## src/rtl/brc_pkg.sv

```systemverilog
// brc_pkg: shared constants, types and the mod-65535 fold used by the
// byte recurrence checksum. No dependencies.
package brc_pkg;

  localparam logic [15:0] MODULUS    = 16'hFFFF;
  localparam logic [7:0]  FIRST_ADD  = 8'd7;
  localparam logic [15:0] PREV_RESET = 16'd1;

  typedef logic [7:0]  byte_t;
  typedef logic [15:0] term_t;
  typedef logic [24:0] prod_t;

  typedef struct packed {
    byte_t data_byte;
    logic  last;
  } item_t;

  // x mod 65535 for a 25-bit value: 2^16 == 1, so fold the high part twice
  function automatic term_t mod_fold(input prod_t x);
    logic [16:0] f1;
    logic [15:0] f2;
    f1 = {8'd0, x[24:16]} + {1'b0, x[15:0]};
    f2 = {15'd0, f1[16]} + f1[15:0];
    return (f2 == MODULUS) ? 16'd0 : f2;
  endfunction

endpackage

```

## src/rtl/byte_recurrence_checksum.sv

```systemverilog
// byte_recurrence_checksum: top level, input register, recurrence step and
// result register. Depends on brc_pkg.
//
//  channel | ports                                  | direction
//  in      | in_valid, in_stall, in_data_byte, in_last | bytes in, last marks end
//  out     | out_valid, out_stall, out_checksum      | one checksum per message
//
// One byte per cycle sustained while in_stall is low; a last byte passes the
// input register, and out_valid then rises from the result register.
// The recurrence (two small multiplies, subtract, mod-65535 fold) runs
// combinationally from the input register into the state and result register.
// Reset (rst_n low, synchronous) returns the terms to prev=1, cur=0, pos=0.
// A stalled checksum blocks only a last byte; bytes before it keep flowing, none after.
module byte_recurrence_checksum (
  input  logic        clk,
  input  logic        rst_n,
  input  logic        in_valid,
  output logic        in_stall,
  input  logic [7:0]  in_data_byte,
  input  logic        in_last,
  output logic        out_valid,
  input  logic        out_stall,
  output logic [15:0] out_checksum
);

  logic              s1_valid_r;
  brc_pkg::item_t    s1_item_r;
  logic              s1_adv;
  logic              in_take;

  brc_pkg::term_t    prev_r, prev_nxt;
  brc_pkg::term_t    curr_r, curr_nxt;
  brc_pkg::byte_t    pos_r, pos_nxt;
  logic              at_start_r, at_start_nxt;

  logic              out_valid_r;
  brc_pkg::term_t    out_checksum_r;

  brc_pkg::byte_t    alpha;
  brc_pkg::byte_t    beta;
  logic [8:0]        coef;
  brc_pkg::prod_t    plus;
  logic [23:0]       minus;
  logic [25:0]       diff;
  brc_pkg::term_t    red;
  brc_pkg::term_t    step_term;

  // a last byte needs the result register free (or draining this cycle)
  assign s1_adv   = s1_valid_r && (!s1_item_r.last || !out_valid_r || !out_stall);
  assign in_stall = s1_valid_r && !s1_adv;
  assign in_take  = in_valid && !in_stall;

  always_ff @(posedge clk) begin
    if (!rst_n) begin
      s1_valid_r <= 1'b0;
    end else if (in_take) begin
      s1_valid_r <= 1'b1;
    end else if (s1_adv) begin
      s1_valid_r <= 1'b0;
    end
  end

  always_ff @(posedge clk) begin
    if (in_take) begin
      s1_item_r.data_byte <= in_data_byte;
      s1_item_r.last      <= in_last;
    end
  end

  // recurrence step
  always_comb begin
    alpha = pos_r + {pos_r[3:0], 4'd0};
    beta  = {pos_r[2:0], 5'd0} - pos_r;
    coef  = {1'b0, s1_item_r.data_byte} + {1'b0, alpha};
    plus  = {16'd0, coef} * {9'd0, curr_r};
    minus = {16'd0, beta} * {8'd0, prev_r};
    diff  = {1'b0, plus} - {2'd0, minus};
    if (diff[25]) begin
      // negative: result is (1 - |diff|) mod 65535, and ~diff = |diff| - 1
      red       = brc_pkg::mod_fold(~diff[24:0]);
      step_term = (red == 16'd0) ? 16'd0 : brc_pkg::MODULUS - red;
    end else begin
      red       = brc_pkg::mod_fold(diff[24:0]);
      step_term = red;
    end
  end

  always_comb begin
    prev_nxt     = prev_r;
    curr_nxt     = curr_r;
    pos_nxt      = pos_r;
    at_start_nxt = at_start_r;
    if (s1_adv) begin
      if (s1_item_r.last) begin
        prev_nxt     = brc_pkg::PREV_RESET;
        curr_nxt     = 16'd0;
        pos_nxt      = 8'd0;
        at_start_nxt = 1'b1;
      end else if (at_start_r) begin
        prev_nxt     = brc_pkg::PREV_RESET;
        curr_nxt     = {8'd0, s1_item_r.data_byte} + {8'd0, brc_pkg::FIRST_ADD};
        pos_nxt      = 8'd1;
        at_start_nxt = 1'b0;
      end else begin
        prev_nxt = curr_r;
        curr_nxt = step_term;
        pos_nxt  = pos_r + 8'd1;
      end
    end
  end

  always_ff @(posedge clk) begin
    if (!rst_n) begin
      prev_r     <= brc_pkg::PREV_RESET;
      curr_r     <= 16'd0;
      pos_r      <= 8'd0;
      at_start_r <= 1'b1;
    end else begin
      prev_r     <= prev_nxt;
      curr_r     <= curr_nxt;
      pos_r      <= pos_nxt;
      at_start_r <= at_start_nxt;
    end
  end

  always_ff @(posedge clk) begin
    if (!rst_n) begin
      out_valid_r <= 1'b0;
    end else if (s1_adv && s1_item_r.last) begin
      out_valid_r <= 1'b1;
    end else if (!out_stall) begin
      out_valid_r <= 1'b0;
    end
  end

  always_ff @(posedge clk) begin
    if (s1_adv && s1_item_r.last) begin
      out_checksum_r <= at_start_r
                      ? ({8'd0, s1_item_r.data_byte} + {8'd0, brc_pkg::FIRST_ADD})
                      : step_term;
    end
  end

  assign out_valid    = out_valid_r;
  assign out_checksum = out_checksum_r;

  a_rise_from_last: assert property (@(posedge clk) disable iff (!rst_n)
    $rose(out_valid_r) |-> $past(s1_adv && s1_item_r.last))
    else $error("checksum appeared without a last-byte transfer");

  a_restart_after_last: assert property (@(posedge clk) disable iff (!rst_n)
    (s1_adv && s1_item_r.last) |=> (at_start_r && pos_r == 8'd0 &&
                                    prev_r == brc_pkg::PREV_RESET))
    else $error("state not back to start after last byte");

  a_no_overwrite: assert property (@(posedge clk) disable iff (!rst_n)
    (out_valid_r && out_stall) |-> !(s1_adv && s1_item_r.last))
    else $error("pending checksum overwritten");

  a_residue_range: assert property (@(posedge clk) disable iff (!rst_n)
    out_valid_r |-> (out_checksum_r != brc_pkg::MODULUS))
    else $error("checksum outside mod-65535 range");

endmodule
```

## config.mk

```make
export PLATFORM = sky130hd
export DESIGN_NAME = byte_recurrence_checksum
export DESIGN_NICKNAME = d
export VERILOG_FILES = /design/src/rtl/brc_pkg.sv /design/src/rtl/byte_recurrence_checksum.sv
export SDC_FILE = /design/constraint.sdc
export NUM_CORES = 1
export LEC_CHECK = 0
export ABC_CLOCK_PERIOD_IN_PS = 22300
export CAP_MARGIN = 40
export CORE_MARGIN = 2
export CORE_UTILIZATION = 35
export DETAILED_ROUTE_END_ITERATION = 16
export DONT_BUFFER_PORTS = 1
export PLACE_DENSITY = 0.57
export SLEW_MARGIN = 0
export SYNTH_ARGS = -nofsm -noshare
export SYNTH_HDL_FRONTEND = slang
export SYNTH_SLANG_ARGS = --single-unit
```

## constraint.sdc

```tcl
create_clock -name clk -period 22.3 [get_ports clk]
set_input_delay 2.23 -clock clk [delete_from_list [all_inputs] [get_ports clk]]
set_output_delay 2.23 -clock clk [all_outputs]
set_load 0.01 [all_outputs]
```

# --- Yosys cells after proc, flatten, opt, wreduce, memory -nomap -nowiden ---
# Index checks and enable logic that the tools add are counted.
op_classes:
  add_sub_neg: 11
  mul: 2
  eq_ne: 3
  muxes: 15
  bitwise_logic: 1
  n_reduce_logical: 13
ops:
  columns: ["cell", "count"]
  rows:
  - ["$mux 16", 8]
  - ["$add 9x16->17", 2]
  - ["$add 1x16->16", 2]
  - ["$eq 16x16->1 const B", 2]
  - ["$sub 25x24->26", 1]
  - ["$mul 9x16->25", 1]
  - ["$not 25->25", 1]
  - ["$mul 8x16->24", 1]
  - ["$logic_not 16->1", 1]
  - ["$mux 8", 2]
  - ["$sub 16x16->16 const A", 1]
  - ["$add 8x3->9 const B", 1]
  - ["$add 8x8->9", 1]
  - ["$add 8x1->8 const B", 1]
  - ["$add 8x8->8", 1]
  - ["$sub 8x8->8", 1]
  - ["$logic_not 1->1", 5]
  - ["$mux 1", 5]
  - ["$logic_and 1x1->1", 4]
  - ["$logic_or 1x1->1", 2]
  - ["$ne 2x1->1 const B", 1]
  - ["$reduce_bool 2->1", 1]
word_totals:
  reg_bits: 68
  input_bits: 13
  out_inout_bits: 18
  word_cells: 54

# --- Depth between registers and ports, before layout ---
# Gate-level depths: netlist of the first run.
logic_depth:
  word_depth: 14
  mapped_depth: 57
  ltp_nobuf: 55

# --- Worst setup path before layout of the first run ---
# Ideal clock, no wire load.
synth_timing:
  path_type: "flip-flop to flip-flop"
  startpoint: "register pos_r[1]"
  endpoint: "register curr_r[5]"
  arrival_ns: 12.854
  t_required_ns: 22.183
  slack_ns: 9.329
  stages_incl_launch_ff: 57
  path_buffers: 3
  period_less_slack_ns: 12.971
  cell_sequence: "dfxtp_1 inv_1 fa_1 inv_1 a21oi_1 o21ai_0 a21oi_1 nor2_1 nor2_1 xnor2_1 clkbuf_1 and2_1 fa_1 inv_1 fa_1 fa_1 inv_1 fa_1 [... 21 more ...] o31ai_1 a21oi_1 nor3_1 nand2_1 nor4_1 ha_1 ha_1 o211ai_1 nor4_1 and2_1 nand3_1 xor2_1 or4b_1 a2111o_1 o21bai_2 nor2_1 a211o_1 a22o_1"
synth_between:
  elab_chain_cells: 14
  word_cells_on_any_way: 21
  cone_classes: "9 x add/sub; 2 x mul; 2 x eq/ne; 6 x mux; 1 x bitwise; 1 x reduce/logical"
synth_rtl:
  columns: ["item", "line", "source"]
  rows:
  - ["from (decl)", "byte_recurrence_checksum.sv:33", "brc_pkg::byte_t pos_r, pos_nxt;"]
  - ["from (signal assigned)", "byte_recurrence_checksum.sv:121", "pos_r <= pos_nxt;"]
  - ["$add 8x8->8", "byte_recurrence_checksum.sv:72", "alpha = pos_r + {pos_r[3:0], 4'd0};"]
  - ["$add 8x8->9", "byte_recurrence_checksum.sv:74", "coef = {1'b0, s1_item_r.data_byte} + {1'b0, alpha};"]
  - ["$mul 9x16->25", "byte_recurrence_checksum.sv:75", "plus = {16'd0, coef} * {9'd0, curr_r};"]
  - ["$sub 25x24->26 *", "byte_recurrence_checksum.sv:77", "diff = {1'b0, plus} - {2'd0, minus};"]
  - ["$not 25->25", "byte_recurrence_checksum.sv:80", "red = brc_pkg::mod_fold(~diff[24:0]);"]
  - ["$add 9x16->17", "brc_pkg.sv:22", "f1 = {8'd0, x[24:16]} + {1'b0, x[15:0]};"]
  - ["$add 1x16->16", "brc_pkg.sv:23", "f2 = {15'd0, f1[16]} + f1[15:0];"]
  - ["$eq 16x16->1", "brc_pkg.sv:24", "return (f2 == MODULUS) ? 16'd0 : f2;"]
  - ["$mux 16", "brc_pkg.sv:24", null]
  - ["$sub 16x16->16 / $logic_not 16->1 (equally long branches)", "byte_recurrence_checksum.sv:81", "step_term = (red == 16'd0) ? 16'd0 : brc_pkg::MODULUS - red;"]
  - ["$mux 16", "byte_recurrence_checksum.sv:81", null]
  - ["$mux 16 *", "byte_recurrence_checksum.sv:78", "if (diff[25]) begin"]
  - ["$mux 16 *", "byte_recurrence_checksum.sv:99", "end else if (at_start_r) begin"]
  - ["$mux 16 *", "byte_recurrence_checksum.sv:94", "if (s1_item_r.last) begin"]
  - ["to (signal assigned)", "byte_recurrence_checksum.sv:120", "curr_r <= curr_nxt;"]
  - ["to (decl)", "byte_recurrence_checksum.sv:32", "brc_pkg::term_t curr_r, curr_nxt;"]
# Mark *: on every way between the ends. The rest lies on a longest branch, timed or not.
# A chain may end at the register's enable or synchronous reset.

# --- Final worst setup path of the first run ---
layout_timing:
  startpoint: "register pos_r[0]"
  endpoint: "register curr_r[5]"
# Same word-level chain as after synthesis.

==> results of run 1 <==
state kept, by name, indices dropped and copies added (netlist names):
signal and flops:
at_start_r 1, curr_r 16, out_checksum 16, out_valid 1
pos_r 8, prev_r 16, s1_item_r 9, s1_valid_r 1
cell usage after synthesis (17+ instances only):
cell type and count:
nand3_1 17, o21a_1 18, edfxtp_1 25, fa_1 229
a21oi_1 51, inv_1 318, a21o_1 24, nor3_1 27
and2_1 155, xor2_1 28, xnor2_1 56, nand2b_1 28
nand2_1 193, clkbuf_1 52, nor2_1 51, o21ai_0 30
ha_1 119, dfxtp_1 43
routing by layer:
layer	vias to the layer above	track usage [%]	share of wire (%)	wire length [um]
met5	-	0	0	0
met1	5703	26.19	45	18470
met3	63	3.918	6.2	2551
li1	5265	-	-	-
met4	0	5.992	3.0	1227
met2	375	32.22	46	19180
path summary, 6_finish.rpt:
check                                from        end  slack [ps]  cells past startpoint
worst max-delay path             pos_r[0]  curr_r[5]        6800                     53
worst min-delay path            out_valid  out_valid         530                      2
worst max register to register   pos_r[0]  curr_r[5]        6800                     53
worst min register to register  out_valid  out_valid         530                      2
through the flow:
| stage | util (%) | setup WS, ps | cell area [um2] |
|---|---|---|---|
| after floorplan | - | 9329 | 14530 |
| after global placement | 36.86 | 6874 | 15080 |
| after detailed placement | 36.95 | 6917 | 15120 |
| after CTS | 37.75 | 6887 | 15450 |
| after global routing | 37.75 | 5865 | 15450 |
| final | 37.75 | 6802 | 15450 |
worst register-to-register path, delay by kind of cell (launching register included):
family | cells | cell delay [ps]
AOI/OAI and AO/OA | 22 | 5560
xor gates and xnor gates | 2 | 410
adders and majority gates | 12 | 5070
buffers and inverters | 4 | 230
DFF | 1 | 920
and+or+nand+nor | 13 | 3230
layout make-up:
cell class	instances	area [um2]	share of cell area (%)
clock inverters	7	98.84	0.6399
well taps	532	665.6	4.309
repair buffers	19	151.4	0.9801
flip-flops and latches	68	1612	10.43
multi-input cells	1224	11500	74.45
clock buffers	9	225.2	1.458
inverters	318	1194	7.727
kinds of logic (layout without fill, tap and decap cells):
logic type                 Yosys count  after routing  synth area share [%]
xor gates and xnor gates            84             84                 5.063
DFF                                 68             68                 11.09
AOI/OAI and AO/OA                  236            236                 12.03
adders and majority gates          348            348                 41.80
buffers and inverters              384            353                 10.07
muxes                                1              1               0.06889
and+or+nand+nor                    555            555                 19.88
==> key figures, run 1 <==
Timing
  – Max Slew Vio Count: 0
  – Worst-Margin Slew: between 900 and 1000 ps
  – Highest clock rate: approximately 0.065 GHz
  – Tcrit/Tclk final: a little over two thirds
  – Max-slew headroom: between 30% and 40%
  – RSZ-0062 raised after global routing: false
  – Post-Route Skew: 11.36 ps
  – Hold WS: around 530 ps
  – Setup Viol. Count Final: 0
  – Setup TNS: 0 ps
  – Final hold violations: 0
  – Final min period: ~15000 ps

Worst setup path
  – Crit-path max cell delay: between 900 and 1000 ps
  – WP data required: 22560 ps
  – Cell mode on critical path: fa_1
  – CP Buf/Inv Count: 4
  – Setup crit start kind: flop
  – Slowest CP cell: dfxtp_1
  – Crit. End Element: flop
  – Critical path's top delay family: compound AO/OA/AOI/OAI gates
  – Crit path max fanout: 24
  – CP Class: flop to flop
  – WP data arrival: 15760 ps

CTS
  – Sink Count: a little under 70
  – Cts bufs inserted: 9
  – Root buffer cell: clkbuf_16
  – CTS H-tree lvls: 3
  – Clock slew at reported path FFs: about 70 ps
  – Clock Path Buffers: 2
  – Setup Buffers After CTS: 0
  – CTS Hold Buffers Added: 0
  – CTS tree: done
  – Post-CTS sizing: 0
  – Clock Latency Late Sink: 360 ps

Global routing
  – GRT overflow: 0
  – Global-route wire length before repair: roughly 67000 um
  – Vias in the first global route: 11865
  – Pin count of the biggest net entering global routing: 25
  – Initial antenna violation count: 1
  – Total GRT Usage: about a fifth

Yosys
  – Synth area leader: fa_1
  – Main synth FF type: dfxtp_1
  – Avg Inst Size Synth: about 8.7 um2
  – Post-synth EDFFs: 25
  – Mapped Cells: roughly 1700
  – Post-synthesis sequential area ratio: ~11%
  – Top area cells in the synthesized netlist: fa_1, ha_1, inv_1
  – Yosys warns: 0
  – Mapped cell area: between 0.01 and 0.015 mm2
  – Synth cell types: between 80 and 90
  – Syn Nets: around 2000
  – Asr flop ratio synth: 0%
  – Register bit count reported by yosys: 68
  – Share of the synthesized area in the top cell type: a little under a third

Routing
  – Via Count: between 10000 and 15000
  – Vias/cell: approximately 5.2
  – Total Wirelength: between 40000 and 50000 um
  – 1st-pass router iterations: 5
  – 1st-iter DRT viols: between 600 and 700
  – Drc violations: 0
  – Drt wl/cell: around 19 um
  – Antenna viol nets, final: 0

Placement
  – DP Cell Count: between 2000 and 2500
  – Port bufs: 0
  – Final HPWL DP: about 34000 um
  – Routability cong.: between 0.9 and 1

Floorplanning
  – Die Span X: ~210 um
  – Die height: roughly 210 um
  – CORE AREA: between 0.04 and 0.05 mm2
  – I/O Pins: 31
  – Die area: around 0.043 mm2
  – Initial Util: between 30% and 40%
  – Row count: 74

Finish
  – Layout cells sized above 1: under 10%
  – Area Overhead vs Synth: 6.312%
  – # diodes: 0
  – Nets: approximately 2000
  – Most common cell after layout, fill and taps aside: inv_1
  – Most frequent cells in the layout: inv_1, fa_1, nand2_1, and2_1, ha_1
  – Fin cells: roughly 2200
  – Fill cells: around 4200

Run
  – Maxcap violations: 0

Status
  – Status: finished, final reports clean

Worst hold path
  – Hold crit path type: flop to flop
Power of run 1 is left out: the tool's default activity adds up to more than one toggle a clock period on the data nets, which glitch-free logic cannot reach.
==> run 2, diff against run 1 <==
Settings changed: ABC_AREA set to 1, ABC_CLOCK_PERIOD_IN_PS 22300 to 13200, PLACE_DENSITY 0.57 to 0.59.
Clock period 22.3 ns to 13.2 ns, I/O delays scaled along.
==> key figures, run 2 <==
Status
  – Status: finished, final reports clean

Yosys
  – Post-synthesis xor/xnor area fraction: 2.917% (-2.1 points)
  – Top area cells in the synthesized netlist: fa_1, inv_1, nand2_1
  – Main synth FF type: dfxtp_1
  – Post-synthesis compound-gate area fraction: 5.475% (-6.6 points)
  – Share of the synthesized area in the top cell type: 31.34% (-0.21 points)
  – Post-synth top cells: inv_1, nand2_1, nor2_1, fa_1, ha_1
  – Register bit count reported by yosys: 68 (unchanged)
  – Avg Inst Size Synth: 7.302 um2 (-16%)
  – Adder-cell share of the synthesized area: 41.52% (-0.28 points)
  – Post-synth EDFFs: 25 (unchanged)
  – Mapped Cells: 2003 (+20%)
  – Post-synthesis sequential area ratio: 11.02% (-0.073 points)
  – Mapped cell area: 0.01463 mm2 (+0.66%)
  – Post-synthesis simple-gate area fraction: 25.16% (+5.3 points)
  – Syn Nets: 2364 (+16%)
  – Asr flop ratio synth: 0% (unchanged)
  – Yosys warns: 0 (unchanged)
  – Largest family of logic cells by synthesized area: adder cells
  – Mux share of post-synthesis cell area: 0% (-0.069 points)
  – Most numerous cell in the Yosys netlist: inv_1
  – Synth area leader: fa_1
  – Synth cell types: 43 (-50%)

Floorplanning
  – Initial Util: 35.66% (+0.15 points)
  – CORE AREA: 0.04102 mm2 (+0.23%)
  – Die height: 208.4 um (+0.32%)
  – I/O Pins: 31 (unchanged)
  – Die area: 0.04344 mm2 (+0.65%)
  – Die Span X: 208.4 um (+0.32%)
  – Row count: 74 (unchanged)

Global routing
  – Global-route wire length before repair: 64170 um (-3.9%)
  – GRT overflow: 0 (unchanged)
  – GR Util met3: 2.355% (-1.6 points)
  – Vias in the first global route: 12557 (+5.8%)
  – Pin count of the biggest net entering global routing: 54 (+120%)
  – Initial antenna violation count: 0 (-1)
  – Met1 Use GR: 23.62% (-2.6 points)
  – Total GRT Usage: 18.78% (-0.88 points)
  – Met2 usage: 33.64% (+1.4 points)
  – GRT busiest layer: met2

Finish
  – Area Overhead vs Synth: 6.014%
  – Most common cell after layout, fill and taps aside: inv_1
  – Most frequent cells in the layout: inv_1, nand2_1, nor2_1, fa_1, ha_1
  – Post-layout util: 37.80% (+0.058 points)
  – Fill cells: 4298 (+2.4%)
  – Nets: 2338 (+17%)
  – # diodes: 0 (unchanged)
  – Layout cells sized above 1: 4.945% (+0.69 points)
  – Fin cells: 2514 (+15%)

CTS
  – Cts bufs inserted: 9 (unchanged)
  – Clock Latency Late Sink: 340 ps (-20 ps)
  – Setup Buffers After CTS: 0 (unchanged)
  – CTS tree: done
  – Clock Path Buffers: 2 (unchanged)
  – Sink Count: 68 (unchanged)
  – Root buffer cell: clkbuf_16
  – CTS H-tree lvls: 3 (unchanged)
  – Clock slew at reported path FFs: 70 ps (about the same)

Routing
  – Antenna viol nets, final: 0 (unchanged)
  – Total Wirelength: 40220 um (-2.9%)
  – 1st-pass router iterations: 5 (unchanged)
  – Drc violations: 0 (unchanged)
  – Vias/cell: 4.885 (-6.8%)
  – 1st-iter DRT viols: 592 (-4.1%)
  – Via Count: 12280 (+7.7%)
  – Drt wl/cell: 16.00 um (-16%)

Worst setup path
  – CP Class: flop to flop
  – Slowest CP cell: fa_1
  – R2R depth: 72 (+36%)
  – Crit. End Element: flop
  – Setup crit start kind: flop
  – WP data arrival: 12210 ps (-3550 ps)
  – WP data required: 13270 ps (-9290 ps)
  – Cell mode on critical path: nand2_1
  – Crit path max fanout: 23 (-4.2%)
  – Crit-path max cell delay: 550 ps (-370 ps)
  – Setup slack, reg-to-reg: 1070 ps (-5730 ps)

Timing
  – Max Slew Vio Count: 0 (unchanged)
  – Final hold violations: 0 (unchanged)
  – Setup TNS: 0 ps (unchanged)
  – Final min period: 12130 ps (-3366 ps)
  – RSZ-0062 raised after global routing: false
  – Highest clock rate: 0.08243 GHz (+28%)
  – Max-slew headroom: 48.44% (+9.8 points)
  – Tcrit/Tclk final: 91.90% (+22 points)
  – Setup Viol. Count Final: 0 (unchanged)
  – Post-Route Skew: 9.431 ps (-1.927 ps)
  – Worst-Margin Slew: 767.9 ps (-151.0 ps)

Run
  – Maxcap violations: 0 (unchanged)

Placement
  – Final HPWL DP: 34430 um (-0.10%)
  – Routability cong.: 0.8990 (-2.3%)
  – Port bufs: 0 (unchanged)
  – DP Cell Count: 2498 (+16%)

Worst hold path
  – Hold crit path type: flop to flop
  – Min-Delay Path Depth: 2 (unchanged)
==> run 2: per-stage QoR <==
stage	worst slack, ps	hold WS, ps	instance area [um2]
after floorplan	2143	462.7	14630
after global placement	1140	495.3	15140
after detailed placement	881.1	491.5	15170
after CTS	861.2	500.4	15490
after global routing	33.19	529.7	15510
final	1069	502.0	15510
==> run 2: area by class of cell <==
type	count	area (um2)	area share [%]
flip-flops and latches	68	1613	10.40
repair buffers	11	93.84	0.6052
clock inverters	7	98.84	0.6375
clock buffers	9	225.2	1.452
inverters	484	1817	11.72
well taps	532	665.6	4.293
multi-input cells	1403	10990	70.89
==> run 2: kinds of logic after synthesis <==
logic type | after synthesis
compound gates | 139
xor+xnor | 47
fa+ha+maj | 348
buf+inv | 532
flops | 68
simple gates | 869
==> run 2: critical path: cells and delay by family, from the launching register on <==
| kind | cells | cell delay [ps] |
|---|---|---|
| adder cells (fa/ha/maj) | 11 | 4460 |
| AND/OR/NAND/NOR | 42 | 4370 |
| XOR/XNOR | 2 | 350 |
| buffers and inverters | 8 | 710 |
| AO/OA/AOI/OAI | 9 | 1540 |
| flip-flops | 1 | 430 |
==> run 2: final timing paths <==
kind,end,startpoint
min,pos_r[6],pos_r[6]
min reg2reg,pos_r[6],pos_r[6]
max reg2reg,out_checksum[12],s1_item_r[3]
max,out_checksum[12],s1_item_r[3]
==> run 2: layer usage <==
metal	routed length (um)	up-vias
met2	20050	290
li1	-	5905
met5	0	-
met1	17110	6029
met4	1067	0
met3	1996	56
==> run 2: what timing repair did <==
action / CTS / global route
gates resized for setup: 0 / 6
endpoints found under the setup margin: 0 / 32
hold endpoints to repair: 0 / 0
hold buffers: 0 / 0
Power of run 2 is left out for the same reason.
